===== config.mk =====
export PLATFORM = sky130hd
export DESIGN_NAME = redundancy_trailer_tagger
export DESIGN_NICKNAME = d
export VERILOG_FILES = /design/src/design/rtt_pkg.sv /design/src/design/redundancy_trailer_tagger.sv /design/src/design/rtt_front.sv /design/src/design/rtt_queue.sv /design/src/design/rtt_back.sv
export SDC_FILE = /design/constraint.sdc
export NUM_CORES = 1
export LEC_CHECK = 0
export BUFFER_PORTS_ARGS = -buffer_cell sky130_fd_sc_hd__buf_2
export CORE_AREA = 2 2 215 217
export DETAILED_ROUTE_END_ITERATION = 12
export DIE_AREA = 0 0 217 219
export GPL_ROUTABILITY_DRIVEN = 1
export GPL_TIMING_DRIVEN = 0
export PLACE_DENSITY = 0.42
export SLEW_MARGIN = 0
export SYNTH_ARGS = -nofsm -noshare
export SYNTH_HDL_FRONTEND = slang
export SYNTH_SLANG_ARGS = --single-unit
export TNS_END_PERCENT = 100

===== constraint.sdc =====
create_clock -name clock -period 7.08 [get_ports clock]
set_clock_uncertainty 0.15 [all_clocks]
set_input_delay 0.708 -clock clock [delete_from_list [all_inputs] [get_ports clock]]
set_output_delay 0.708 -clock clock [all_outputs]
set_load 0.01 [all_outputs]

===== src/design/rtt_pkg.sv =====
package rtt_pkg;

   // Frame geometry
   localparam int MIN_FRAME_BYTES      = 60;
   localparam int MIN_VLAN_FRAME_BYTES = 64;
   localparam int TRAILER_BYTES        = 6;
   localparam int PLAIN_HDR_BYTES      = 14;
   localparam int VLAN_HDR_BYTES       = 18;

   localparam int COUNT_W     = 12;
   localparam int MAX_MIN_LEN = (MIN_FRAME_BYTES > MIN_VLAN_FRAME_BYTES) ?
                                MIN_FRAME_BYTES : MIN_VLAN_FRAME_BYTES;
   localparam int PAD_W       = $clog2(MAX_MIN_LEN + 1);
   localparam int TRL_IDX_W   = 3;

   localparam logic [COUNT_W-1:0] COUNT_MAX = '1;

   // Request queue between front and back
   localparam int QUEUE_DEPTH = 4;
   localparam int QPTR_W      = $clog2(QUEUE_DEPTH);
   localparam int QCNT_W      = $clog2(QUEUE_DEPTH + 1);

   // Trailer byte positions
   localparam logic [TRL_IDX_W-1:0] TRL_SEQ_HI  = 3'd0;
   localparam logic [TRL_IDX_W-1:0] TRL_SEQ_LO  = 3'd1;
   localparam logic [TRL_IDX_W-1:0] TRL_LAN_HI  = 3'd2;
   localparam logic [TRL_IDX_W-1:0] TRL_SIZE_LO = 3'd3;
   localparam logic [TRL_IDX_W-1:0] TRL_SUF_HI  = 3'd4;
   localparam logic [TRL_IDX_W-1:0] TRL_SUF_LO  = 3'd5;

   // Register map (index = paddr / 4)
   localparam int CSR_ADDR_W = 5;
   localparam logic [2:0] REG_LAN_A_ID   = 3'd0;
   localparam logic [2:0] REG_LAN_B_ID   = 3'd1;
   localparam logic [2:0] REG_PORT_A_UP  = 3'd2;
   localparam logic [2:0] REG_PORT_B_UP  = 3'd3;
   localparam logic [2:0] REG_SUFFIX     = 3'd4;

   typedef struct packed {
      logic [7:0] data_byte;
      logic       last_byte;
   } req_payload_type;

   typedef struct packed {
      logic [7:0] out_byte_a;
      logic [7:0] out_byte_b;
      logic       send_a;
      logic       send_b;
      logic       frame_end;
      logic       frame_error;
   } rsp_payload_type;

   typedef struct packed {
      logic [3:0]  lan_a_id;
      logic [3:0]  lan_b_id;
      logic        port_a_up;
      logic        port_b_up;
      logic [15:0] trailer_suffix;
   } cfg_type;

   typedef enum logic [1:0] {
      KIND_BYTE,
      KIND_SHORT_END,
      KIND_GOOD_END
   } kind_type;

   typedef struct packed {
      kind_type             kind;
      logic [7:0]           data_byte;
      logic [PAD_W-1:0]     pad_count;
      logic [COUNT_W-1:0]   lsdu;
      logic [15:0]          seq;
   } entry_type;

   typedef enum logic [1:0] {
      BACK_IDLE,
      BACK_PAD,
      BACK_TRAILER
   } back_state_type;

endpackage


===== src/design/redundancy_trailer_tagger.sv =====
// Duplicating transmitter that tags each outgoing frame with a redundancy
// control trailer. Frame bytes enter on the req_ channel, one per request,
// header first, with last_byte marking the end of the frame. Each request
// leaves as one result on the rsp_ channel carrying both LAN copies side by
// side; send_a / send_b follow the port-up registers. On a good last byte the
// block then emits zero padding up to the minimum length (plain or VLAN) and
// the 6-byte trailer, with frame_end on the final trailer byte. A frame
// shorter than its header ends on its last byte, flagged with frame_end
// and frame_error, with no padding or trailer. Registers sit on the csr_
// port at byte addresses 4*i. A request passes the request queue, then the
// output register; bytes go out one per cycle while rsp_stall is low. During
// the padding and trailer burst of a frame end the 4-entry request queue
// between front and back takes up to 4 more requests, then req_stall rises
// until the burst is out. rsp_stall holds the output register; the queue
// keeps accepting until it is full. Reset (synchronous) sets the sequence
// number to 0, restores the register defaults and empties the queue.
module redundancy_trailer_tagger (
   input  logic                                 clock,
   input  logic                                 reset,
   input  logic                                 req_valid,
   output logic                                 req_stall,
   input  rtt_pkg::req_payload_type             req_payload,
   output logic                                 rsp_valid,
   input  logic                                 rsp_stall,
   output rtt_pkg::rsp_payload_type             rsp_payload,
   input  logic                                 csr_psel,
   input  logic                                 csr_penable,
   input  logic                                 csr_pwrite,
   input  logic [rtt_pkg::CSR_ADDR_W-1:0]       csr_paddr,
   input  logic [31:0]                          csr_pwdata,
   output logic [31:0]                          csr_prdata,
   output logic                                 csr_pready
);
   import rtt_pkg::*;

   cfg_type    cfg_ff;
   logic       cfg_write;
   logic [2:0] reg_index;
   logic       queue_full, queue_not_empty, push, pop;
   entry_type  push_entry, head;

   assign csr_pready = 1'b1;
   assign cfg_write  = csr_psel && csr_penable && csr_pwrite && csr_pready;
   assign reg_index  = csr_paddr[4:2];
   assign req_stall  = queue_full;

   // Write configuration registers
   always_ff @(posedge clock) begin
      if (reset) begin
         cfg_ff.lan_a_id       <= 4'd10;
         cfg_ff.lan_b_id       <= 4'd11;
         cfg_ff.port_a_up      <= 1'b1;
         cfg_ff.port_b_up      <= 1'b1;
         cfg_ff.trailer_suffix <= 16'h88FB;
      end else if (cfg_write) begin
         case (reg_index)
            REG_LAN_A_ID:  cfg_ff.lan_a_id       <= csr_pwdata[3:0];
            REG_LAN_B_ID:  cfg_ff.lan_b_id       <= csr_pwdata[3:0];
            REG_PORT_A_UP: cfg_ff.port_a_up      <= csr_pwdata[0];
            REG_PORT_B_UP: cfg_ff.port_b_up      <= csr_pwdata[0];
            REG_SUFFIX:    cfg_ff.trailer_suffix <= csr_pwdata[15:0];
            default: begin
            end
         endcase
      end
   end

   // Read back configuration registers
   always_comb begin
      case (reg_index)
         REG_LAN_A_ID:  csr_prdata = {28'd0, cfg_ff.lan_a_id};
         REG_LAN_B_ID:  csr_prdata = {28'd0, cfg_ff.lan_b_id};
         REG_PORT_A_UP: csr_prdata = {31'd0, cfg_ff.port_a_up};
         REG_PORT_B_UP: csr_prdata = {31'd0, cfg_ff.port_b_up};
         REG_SUFFIX:    csr_prdata = {16'd0, cfg_ff.trailer_suffix};
         default:       csr_prdata = 32'd0;
      endcase
   end

   rtt_front u_front (
      .clock       (clock),
      .reset       (reset),
      .req_valid   (req_valid),
      .req_payload (req_payload),
      .queue_full  (queue_full),
      .push        (push),
      .push_entry  (push_entry)
   );

   rtt_queue u_queue (
      .clock      (clock),
      .reset      (reset),
      .push       (push),
      .push_entry (push_entry),
      .pop        (pop),
      .full       (queue_full),
      .not_empty  (queue_not_empty),
      .head       (head)
   );

   rtt_back u_back (
      .clock       (clock),
      .reset       (reset),
      .cfg         (cfg_ff),
      .not_empty   (queue_not_empty),
      .head        (head),
      .pop         (pop),
      .rsp_valid   (rsp_valid),
      .rsp_stall   (rsp_stall),
      .rsp_payload (rsp_payload)
   );

   // A short-frame flag only comes with the frame end
   assert property (@(posedge clock) disable iff (reset)
      rsp_valid && rsp_payload.frame_error |-> rsp_payload.frame_end)
      else $error("frame_error without frame_end");

   // A flagged byte is a pass-through byte, identical in both copies
   assert property (@(posedge clock) disable iff (reset)
      rsp_valid && rsp_payload.frame_error |->
         rsp_payload.out_byte_a == rsp_payload.out_byte_b)
      else $error("flagged byte differs between copies");

   // Reset leaves the queue empty and the output idle
   assert property (@(posedge clock)
      reset |=> !req_stall && !rsp_valid)
      else $error("block not empty after reset");

endmodule


===== src/design/rtt_front.sv =====
module rtt_front (
   input  logic                     clock,
   input  logic                     reset,
   input  logic                     req_valid,
   input  rtt_pkg::req_payload_type req_payload,
   input  logic                     queue_full,
   output logic                     push,
   output rtt_pkg::entry_type       push_entry
);
   import rtt_pkg::*;

   localparam logic [COUNT_W-1:0] MIN_LEN      = COUNT_W'(MIN_FRAME_BYTES);
   localparam logic [COUNT_W-1:0] MIN_VLAN_LEN = COUNT_W'(MIN_VLAN_FRAME_BYTES);
   localparam logic [COUNT_W-1:0] PLAIN_HDR    = COUNT_W'(PLAIN_HDR_BYTES);
   localparam logic [COUNT_W-1:0] VLAN_HDR     = COUNT_W'(VLAN_HDR_BYTES);
   localparam logic [COUNT_W-1:0] TRL_LEN      = COUNT_W'(TRAILER_BYTES);

   logic [COUNT_W-1:0] byte_count_ff, byte_count_in;
   logic               type_high_ff, type_high_in;
   logic               vlan_ff, vlan_in;
   logic [15:0]        seq_ff, seq_in;

   logic [COUNT_W-1:0] count, header, min_len, padded;
   logic               need_pad;

   assign push = req_valid && !queue_full;

   // Classify the byte against the header position
   always_comb begin
      type_high_in = (byte_count_ff == COUNT_W'(12)) ?
                     (req_payload.data_byte == 8'h81) : type_high_ff;
      vlan_in      = (byte_count_ff == COUNT_W'(13)) ?
                     (type_high_ff && req_payload.data_byte == 8'h00) : vlan_ff;
      count        = (byte_count_ff != COUNT_MAX) ? byte_count_ff + 1'b1 : COUNT_MAX;
      header       = vlan_in ? VLAN_HDR : PLAIN_HDR;
      min_len      = vlan_in ? MIN_VLAN_LEN : MIN_LEN;
      need_pad     = count < min_len;
      padded       = need_pad ? min_len : count;
   end

   // Build the queue entry
   always_comb begin
      push_entry.data_byte = req_payload.data_byte;
      push_entry.seq       = seq_ff;
      push_entry.lsdu      = padded + TRL_LEN - header;
      push_entry.pad_count = need_pad ? PAD_W'(min_len - count) : '0;
      if (!req_payload.last_byte) begin
         push_entry.kind = KIND_BYTE;
      end else if (count < header) begin
         push_entry.kind = KIND_SHORT_END;
      end else begin
         push_entry.kind = KIND_GOOD_END;
      end
   end

   // Advance the frame state on each accepted request
   always_comb begin
      byte_count_in = byte_count_ff;
      seq_in        = seq_ff;
      if (push) begin
         if (req_payload.last_byte) begin
            byte_count_in = '0;
            seq_in        = seq_ff + 16'd1;
         end else begin
            byte_count_in = count;
         end
      end
   end

   always_ff @(posedge clock) begin
      if (reset) begin
         byte_count_ff <= '0;
         type_high_ff  <= 1'b0;
         vlan_ff       <= 1'b0;
         seq_ff        <= '0;
      end else begin
         byte_count_ff <= byte_count_in;
         seq_ff        <= seq_in;
         if (push) begin
            type_high_ff <= req_payload.last_byte ? 1'b0 : type_high_in;
            vlan_ff      <= req_payload.last_byte ? 1'b0 : vlan_in;
         end
      end
   end

endmodule


===== src/design/rtt_queue.sv =====
module rtt_queue (
   input  logic               clock,
   input  logic               reset,
   input  logic               push,
   input  rtt_pkg::entry_type push_entry,
   input  logic               pop,
   output logic               full,
   output logic               not_empty,
   output rtt_pkg::entry_type head
);
   import rtt_pkg::*;

   entry_type         mem_ff [QUEUE_DEPTH];
   logic [QPTR_W-1:0] wr_ptr_ff, rd_ptr_ff;
   logic [QCNT_W-1:0] count_ff, count_in;

   assign full      = (count_ff == QCNT_W'(QUEUE_DEPTH));
   assign not_empty = (count_ff != '0);
   assign head      = mem_ff[rd_ptr_ff];

   // Track occupancy
   always_comb begin
      count_in = count_ff;
      if (push && !pop) begin
         count_in = count_ff + 1'b1;
      end else if (pop && !push) begin
         count_in = count_ff - 1'b1;
      end
   end

   always_ff @(posedge clock) begin
      if (reset) begin
         wr_ptr_ff <= '0;
         rd_ptr_ff <= '0;
         count_ff  <= '0;
      end else begin
         count_ff <= count_in;
         if (push) begin
            wr_ptr_ff <= wr_ptr_ff + 1'b1;
         end
         if (pop) begin
            rd_ptr_ff <= rd_ptr_ff + 1'b1;
         end
      end
   end

   // Store entries
   always_ff @(posedge clock) begin
      if (push) begin
         mem_ff[wr_ptr_ff] <= push_entry;
      end
   end

endmodule


===== src/design/rtt_back.sv =====
module rtt_back (
   input  logic                     clock,
   input  logic                     reset,
   input  rtt_pkg::cfg_type         cfg,
   input  logic                     not_empty,
   input  rtt_pkg::entry_type       head,
   output logic                     pop,
   output logic                     rsp_valid,
   input  logic                     rsp_stall,
   output rtt_pkg::rsp_payload_type rsp_payload
);
   import rtt_pkg::*;

   localparam logic [TRL_IDX_W-1:0] TRL_LAST = TRL_IDX_W'(TRAILER_BYTES - 1);

   back_state_type         state_ff, state_in;
   logic [PAD_W-1:0]       pad_ff, pad_in;
   logic [TRL_IDX_W-1:0]   idx_ff, idx_in;
   logic [15:0]            seq_ff, seq_in;
   logic [COUNT_W-1:0]     lsdu_ff, lsdu_in;
   logic                   valid_ff, valid_in;
   rsp_payload_type        payload_ff, payload_in;
   logic                   load;
   logic [7:0]             trl_a, trl_b;

   assign rsp_valid   = valid_ff;
   assign rsp_payload = payload_ff;
   assign load        = !valid_ff || !rsp_stall;

   // Select the trailer byte for each copy
   always_comb begin
      trl_a = 8'h00;
      trl_b = 8'h00;
      case (idx_ff)
         TRL_SEQ_HI: begin
            trl_a = seq_ff[15:8];
            trl_b = seq_ff[15:8];
         end
         TRL_SEQ_LO: begin
            trl_a = seq_ff[7:0];
            trl_b = seq_ff[7:0];
         end
         TRL_LAN_HI: begin
            trl_a = {cfg.lan_a_id, lsdu_ff[11:8]};
            trl_b = {cfg.lan_b_id, lsdu_ff[11:8]};
         end
         TRL_SIZE_LO: begin
            trl_a = lsdu_ff[7:0];
            trl_b = lsdu_ff[7:0];
         end
         TRL_SUF_HI: begin
            trl_a = cfg.trailer_suffix[15:8];
            trl_b = cfg.trailer_suffix[15:8];
         end
         TRL_SUF_LO: begin
            trl_a = cfg.trailer_suffix[7:0];
            trl_b = cfg.trailer_suffix[7:0];
         end
         default: begin
            trl_a = 8'h00;
            trl_b = 8'h00;
         end
      endcase
   end

   // Sequence pass-through, padding and trailer bytes
   always_comb begin
      state_in   = state_ff;
      pad_in     = pad_ff;
      idx_in     = idx_ff;
      seq_in     = seq_ff;
      lsdu_in    = lsdu_ff;
      pop        = 1'b0;
      valid_in   = valid_ff;
      payload_in = payload_ff;
      if (load) begin
         valid_in               = 1'b0;
         payload_in.send_a      = cfg.port_a_up;
         payload_in.send_b      = cfg.port_b_up;
         payload_in.frame_end   = 1'b0;
         payload_in.frame_error = 1'b0;
         case (state_ff)
            BACK_IDLE: begin
               if (not_empty) begin
                  pop                    = 1'b1;
                  valid_in               = 1'b1;
                  payload_in.out_byte_a  = head.data_byte;
                  payload_in.out_byte_b  = head.data_byte;
                  payload_in.frame_end   = (head.kind == KIND_SHORT_END);
                  payload_in.frame_error = (head.kind == KIND_SHORT_END);
                  if (head.kind == KIND_GOOD_END) begin
                     seq_in  = head.seq;
                     lsdu_in = head.lsdu;
                     pad_in  = head.pad_count;
                     idx_in  = '0;
                     state_in = (head.pad_count != '0) ? BACK_PAD : BACK_TRAILER;
                  end
               end
            end
            BACK_PAD: begin
               valid_in              = 1'b1;
               payload_in.out_byte_a = 8'h00;
               payload_in.out_byte_b = 8'h00;
               pad_in                = pad_ff - 1'b1;
               if (pad_ff == PAD_W'(1)) begin
                  state_in = BACK_TRAILER;
               end
            end
            BACK_TRAILER: begin
               valid_in              = 1'b1;
               payload_in.out_byte_a = trl_a;
               payload_in.out_byte_b = trl_b;
               if (idx_ff == TRL_LAST) begin
                  payload_in.frame_end = 1'b1;
                  state_in             = BACK_IDLE;
               end else begin
                  idx_in = idx_ff + 1'b1;
               end
            end
            default: begin
               state_in = BACK_IDLE;
            end
         endcase
      end
   end

   always_ff @(posedge clock) begin
      if (reset) begin
         state_ff <= BACK_IDLE;
         valid_ff <= 1'b0;
      end else begin
         state_ff <= state_in;
         valid_ff <= valid_in;
      end
   end

   always_ff @(posedge clock) begin
      pad_ff     <= pad_in;
      idx_ff     <= idx_in;
      seq_ff     <= seq_in;
      lsdu_ff    <= lsdu_in;
      payload_ff <= payload_in;
   end

endmodule

==> reports/metrics.yaml, run 1 <==
initial_core_util_pct: 29.6
relSlewSlack_pct: 12.4
ant_nets: 0
dp_slack_ns: -0.376
grt_setup_unrepaired: "false"
ys.flop_type: "edfxtp_1"
place_area_mm2: 0.0145
critPathLaunch: "u_front.byte_count_ff[0]"
power_frac_clock_pct: 34.6
worstMarginPinSlew_ns: 1.30
synth-edff-count: 234
cts_max_path_buffers: 3
reg2reg_to: "u_queue.mem_ff[0][27]"
finalCritPeriodShare_pct: 91.4
cts_tree: "done"
routedWlPerCell_um: 18.8
period_needed_ns: 6.47
numCtsBuffers: 36
htreeDepth: 2
drv_cap: 0
seqPwrFrac_pct: 43.8
status: "finished, final reports clean"
vias_per_cell: 4.62
clk_latency_ns: 0.55
pwr_density_cell_mw_per_mm2: 333
drc_errors: 0
drv_slew: 0
synthArstFlopShare_pct: 0
yosys.area.top_type_share_pct: 52.6
place.gp.congestion: 0.771
hold_class: "in -> reg"
dr_total_vias: 8000
dieArea_mm2: 0.0475
boundaryPins: 108
hpwlAfterDp_mm: 22.0
hold_depth: 3
dr.pass1.iters: 5
syn-cell-area_mm2: 0.0134
clk_pin_slew_worst_paths_ns: 0.06
synth_area_per_cell_um2: 13.6
worst_ir_drop_vdd_mv: 0.153
gr-usage-all-layers_pct: 14.0
holdCritStartpoint: "csr_pwdata[11]"
hold_violations: 0
grt_pass1_vias: 8053
internal_power_uw: 3720
p_leak_uw: 0.00557
cp-end-kind: "flip-flop"
worst-setup-path-type: "reg -> reg"
ys_ff_latch: 302
drive_gt1_share_pct: 20.5
grt_max_degree: 46
setup_slack_ns: 0.609
switching_share_pct: 28.9
r2r_cells: 23
die_x_um: 217
ys_seq_area_share_pct: 62.8
grt_overflow: 0
fin_area_mm2: 0.0157
syn_inst: 981
synthToLayoutAreaGrowth_pct: 17.7
start_kind: "flip-flop"
drt_iter0_drc: 629
synth_cell_types: 69
diodes: 0
combPwrFrac_pct: 21.6
crit_required_ns: 7.19
core_mm2: 0.0451
nNetsFinal: 1201
max_freq_ghz: 0.155
grt_pass1_wl_mm: 49.9
root_buffer: "clkbuf_16"
min_to: "cfg_ff[11]"
arrival_ns: 6.58
grt_antenna_before_repair: 0
setup_viol: 0
rows: 78
yosysWarnings: 0
wl_mm: 32.4
port_buffers: 67
clock_sinks: 302
synthTopCellsByArea: "edfxtp_1 53%, dfxtp_1 10%, mux4_2 7.8%"
yosysMostFrequentCell: "edfxtp_1"
die_y_um: 219
p_switching_uw: 1510
path_max_fanout: 10
fin_hold_ws_ns: 0.235
ff2ff_setup_slack_ns: 0.61
setup_tns_ns: 0
post-synth-top-area-cell: "edfxtp_1"
p_total_uw: 5230
ys_top_cells_by_count: "234 x edfxtp_1, 84 x nor2_1, 75 x nand2_1"
worstReg2RegStart: "u_front.byte_count_ff[0]"
[how the worst max path moves through the flow]
stage	slack, ns	cells past startpoint	end
after global placement	-0.38	22	u_queue.mem_ff[0][27]
after CTS	0.11	23	u_queue.mem_ff[0][27]
after floorplan	1.57	21	u_queue.mem_ff[0][27]
final	0.61	23	u_queue.mem_ff[0][27]
after global routing	0.04	23	u_queue.mem_ff[0][27]
after detailed placement	-0.38	22	u_queue.mem_ff[0][27]
[state kept, by name (all words and copies together), names as in the netlist, 3 cells and up, named ones only]
signal	flops
u_queue.mem_ff	180
cfg_ff	26
u_back.rsp_payload	16
u_back.seq_ff	16
u_front.seq_ff	16
u_back.lsdu_ff	12
u_front.byte_count_ff	12
u_back.pad_ff	7
u_back.idx_ff	3
u_queue.count_ff	3
[cell type report]
type,instances,area (um^2)
clock inverter,19,158
tap,600,751
timing repair buffer,68,343
inverter,45,169
fill,4465,29400
buffer,67,369
clock buffer,47,1000
multi-input combinational,582,4540
sequential,302,8390
[critical path, cell delays in order, from the launching register on]
cell and delay (ns):
dfxtp_1 0.52, ha_1 0.36, nand3_1 0.16, or3_1 0.38, buf_2 0.19, o21ai_0 0.20
ha_1 0.34, inv_1 0.14, o31ai_1 0.10, a21o_1 0.19, a21oi_2 0.32, nand2_1 0.16
clkbuf_1 0.31, a21oi_1 0.22, ha_1 0.25, ha_1 0.34, nor2b_1 0.14, o21ai_0 0.24
a21boi_0 0.16, o21ai_0 0.25, a21boi_0 0.16, o21ai_0 0.25, nand2_1 0.12, a311oi_1 0.53
[cell usage in the layout (no fill, tap or decap), types with 5 or more instances in the layout]
master and instances:
mux4_2 46, buf_2 74, clkbuf_8 5, nand3_1 16, nor3_1 8, edfxtp_1 234, mux2i_1 8, nand2_1 75
clkbuf_1 37, nand3b_1 10, xor2_1 20, dfxtp_1 68, nor2b_1 16, buf_4 22, clkinv_2 8, o21ai_0 32
a22oi_1 16, inv_1 44, nor4_1 5, conb_1 17, and2_1 17, a222oi_1 11, and3_1 6, clkbuf_16 37
xnor2_1 15, nor2_1 83, a21oi_1 46, ha_1 45, a211o_1 6, nand2b_1 9
[power groups by stage]
stage / Sequential, uW / Clock [uW] / Combinational, uW
after floorplan: 2320 / 0 / 736
after global placement: 2340 / 0 / 1140
after detailed placement: 2330 / 0 / 1160
after CTS: 2290 / 1880 / 1160
after global routing: 2310 / 1940 / 1260
final: 2290 / 1810 / 1130
[layer usage]
layer	up-vias	global-route usage [%]	part of all wire, %
li1	3867	-	-
met1	3935	19.0	48
met2	154	22.5	46
met3	44	2.41	4.0
met4	0	5.11	2.4
met5	-	0	0
[logic make-up after synthesis]
| kind of cell | synth area share, % |
|---|---|
| compound gates | 7.69 |
| xor+xnor | 2.29 |
| fa+ha+maj | 4.36 |
| buf+inv | 4.03 |
| flops | 62.8 |
| mux | 8.69 |
| other cells | 0.0562 |
| simple gates | 10.1 |
[through the flow]
stage          instances  util, %
2_1_floorplan        996        -
3_3_place_gp        1663     32.2
3_5_place_dp        1664     32.2
4_1_cts             1730     34.8
5_1_grt             1730     34.9
6_report            1730     34.9
[what timing repair did]
item                                    CTS  global route
hold buffers                              0             0
hold endpoints to repair                  0             0
resized for setup                         0             3
buffers inserted                          0             0
endpoints found under the setup margin    0             8
Power figures use the tool's default switching activity.
==> inputs of run 2 (changes only) <==
--- a/config.mk
+++ b/config.mk
@@ -5,13 +5,17 @@
 export SDC_FILE = /design/constraint.sdc
 export NUM_CORES = 1
 export LEC_CHECK = 0
+export ABC_CLOCK_PERIOD_IN_PS = 7080
 export BUFFER_PORTS_ARGS = -buffer_cell sky130_fd_sc_hd__buf_2
+export CELL_PAD_IN_SITES_DETAIL_PLACEMENT = 0
+export CELL_PAD_IN_SITES_GLOBAL_PLACEMENT = 1
 export CORE_AREA = 2 2 215 217
+export CTS_BUF_LIST = sky130_fd_sc_hd__clkbuf_8
 export DETAILED_ROUTE_END_ITERATION = 12
 export DIE_AREA = 0 0 217 219
 export GPL_ROUTABILITY_DRIVEN = 1
 export GPL_TIMING_DRIVEN = 0
-export PLACE_DENSITY = 0.42
+export PLACE_DENSITY = 0.49
 export SLEW_MARGIN = 0
 export SYNTH_ARGS = -nofsm -noshare
 export SYNTH_HDL_FRONTEND = slang
==> run 2 against run 1 <==
Against the previous run: first-iteration DRC count is 12% lower; clock power decreased by 14%; utilization shrank 0.20 points; maximum frequency up 2.6%; register-to-register slack better by 0.16 ns; clock-buffer cell count grew 17; non-clock buffer count increased by 2; total power decreased by 4.9%; critical path depth unchanged; critical endpoint is now u_queue.mem_ff[1][27].
==> reports/metrics.yaml, run 2 (synthesis results as in run 1) <==
status: "finished, final reports clean"
p_leak_uw: 0.00563  # +1.1%
combPwrFrac_pct: 22.9  # +1.3 points
dr_total_vias: 8056  # +0.70%
place_area_mm2: 0.0146  # +0.26%
cts_tree: "done"
grt_overflow: 0  # unchanged
cp-end-kind: "flip-flop"
root_buffer: "clkbuf_8"
power_frac_clock_pct: 31.1  # -3.5 points
dp_cells: 1666  # +0.12%
path_cells: "ha_1, nand3_1, or3_1, buf_2, nand2_1, ha_1, a21oi_1, o31ai_1, a21o_1, a21oi_1, nand2_1, clkbuf_1, a21oi_1, ha_1, ha_1, nor2b_1, o21ai_0, a21boi_0, o21ai_0, a21boi_0, o21ai_0, nand2_1, a311oi_1"
cp_common_cell: "ha_1"
mostFrequentLayoutCell: "edfxtp_1"
htreeDepth: 2  # unchanged
worstMarginPinSlew_ns: 1.11  # -0.194 ns
cpPeakStageDelay_ns: 0.51  # -0.02 ns
holdBufCountCts: 0  # unchanged
initial_core_util_pct: 29.6  # unchanged
cpMaxStageDelayCell: "dfxtp_1"
boundaryPins: 108  # unchanged
layout_common_cells: "234 x edfxtp_1, 83 x nor2_1, 75 x nand2_1"
hold_violations: 0  # unchanged
port_buffers: 67  # unchanged
max_freq_ghz: 0.158  # +2.6%
num-fill-cells: 4448  # -0.38%
grt_antenna_before_repair: 0  # unchanged
grt_max_degree: 46  # unchanged
routedWlPerCell_um: 18.7  # -0.44%
path_max_fanout: 10  # unchanged
largest_reg_flops: 180  # unchanged
ctsResizeCount: 0  # unchanged
wl_mm: 33.0  # +1.8%
worst-setup-path-type: "reg -> reg"
switching_share_pct: 30.4  # +1.5 points
crit_required_ns: 7.26  # +0.07 ns
vias_per_cell: 4.55  # -1.5%
die_y_um: 219  # unchanged
grt_setup_unrepaired: "false"
period_needed_ns: 6.31  # -0.162 ns
diodes: 0  # unchanged
drv_cap: 0  # unchanged
holdCritStartpoint: "csr_pwdata[7]"
worstReg2RegStart: "u_front.byte_count_ff[0]"
synthToLayoutAreaGrowth_pct: 17.0
start_kind: "flip-flop"
clk_latency_ns: 0.62  # +0.07 ns
arrival_ns: 6.49  # -0.09 ns
dr.pass1.iters: 5  # unchanged
clock_sinks: 302  # unchanged
regMostFlops: "u_queue.mem_ff"
postCtsSetupBuffers: 0  # unchanged
drive_gt1_share_pct: 21.2  # +0.68 points
reg_top3: "u_queue.mem_ff x180, cfg_ff x26"
critPathLaunch: "u_front.byte_count_ff[0]"
hold_class: "in -> reg"
finalCritPeriodShare_pct: 89.1  # -2.3 points
final_cells: 1769  # +2.3%
gr-usage-all-layers_pct: 14.3  # +0.27 points
drc_errors: 0  # unchanged
multi_input_area_mm2: 0.00453  # -0.14%
nNetsFinal: 1222  # +1.7%
p_switching_uw: 1510  # about the same
clk_pin_slew_worst_paths_ns: 0.06  # about the same
seqPwrFrac_pct: 46.0  # +2.2 points
pwr_density_cell_mw_per_mm2: 318  # -4.3%
rows: 78  # unchanged
dieArea_mm2: 0.0475  # unchanged
cts_max_path_buffers: 3  # unchanged
core_mm2: 0.0451  # unchanged
seqCellArea_mm2: 0.00839  # unchanged
ant_nets: 0  # unchanged
place.gp.congestion: 0.729  # -5.5%
die_x_um: 217  # unchanged
internal_power_uw: 3460  # -6.9%
setup_viol: 0  # unchanged
drt_iter0_drc: 551  # -12%
worst_ir_drop_vdd_mv: 0.113  # -26%
grt_pass1_wl_mm: 51.0  # +2.1%
hpwlAfterDp_mm: 22.8  # +3.4%
grt_pass1_vias: 8365  # +3.9%
relSlewSlack_pct: 25.4  # +13 points
fin_area_mm2: 0.0156  # -0.57%
drv_slew: 0  # unchanged
numCtsBuffers: 55  # +53%
[run 2: cell count changes in the layout (fill, tap and decap cells not counted), moves of 2 or more]
cell	delta
clkinv_1	+5
clkinv_2	-2
bufinv_16	-2
buf_12	+2
clkinv_4	-2
and2_2	+2
clkbuf_1	-6
inv_1	+23
and2_4	-2
clkbuf_8	+60
inv_6	-2
clkbuf_16	-37
[run 2: metal layers]
metal | global-route usage, % | up-vias | routed length [um] | share of wire, %
li1 | - | 3903 | - | -
met1 | 18.9 | 3924 | 15400 | 46
met2 | 23.3 | 184 | 15500 | 47
met3 | 3.06 | 45 | 1520 | 4.6
met4 | 4.63 | 0 | 686 | 2.1
met5 | 0 | - | 0 | 0
[run 2: critical path, delay by kind of cell (launching register included)]
kind	cells	cell delay, ns
compound gates	11	2.56
simple gates	6	1.13
flops	1	0.51
fa+ha+maj	4	1.21
buf+inv	2	0.47
[run 2: path summary, 6_finish.rpt]
kind / depth (start not counted) / end / slack (ns)
worst min-delay path: 3 / cfg_ff[7] / 0.16
worst max register to register: 23 / u_queue.mem_ff[1][27] / 0.77
worst max-delay path: 23 / u_queue.mem_ff[1][27] / 0.77
worst min register to register: 0 / u_back.rsp_payload[3] / 0.32
[run 2: power by group through the flow]
stage	Sequential, uW	Clock [uW]	Combinational, uW
after floorplan	2320	0	736
after global placement	2330	0	1150
after detailed placement	2320	0	1170
after CTS	2290	1610	1180
after global routing	2310	1690	1280
final	2290	1550	1140
[run 2: area by class of cell]
cell class	instances	share of cell area, %
clock buffer	64	5.64
multi-input combinational	582	29.0
timing repair buffer	70	2.45
inverter	45	1.08
clock inverter	39	1.01
sequential	302	53.7
tap	600	4.80
buffer	67	2.36
[run 2: stage by stage]
step	power, uW	worst slack (ns)	util [%]	hold WS [ns]	TNS (ns)
after CTS	5070	0.00242	34.6	0.105	0
after global placement	3480	-0.158	32.2	0.311	-0.634
after floorplan	3060	1.57	-	0.268	0
after global routing	5270	0.109	34.7	0.132	0
final	4970	0.770	34.7	0.162	0
after detailed placement	3500	-0.168	32.3	0.309	-0.673
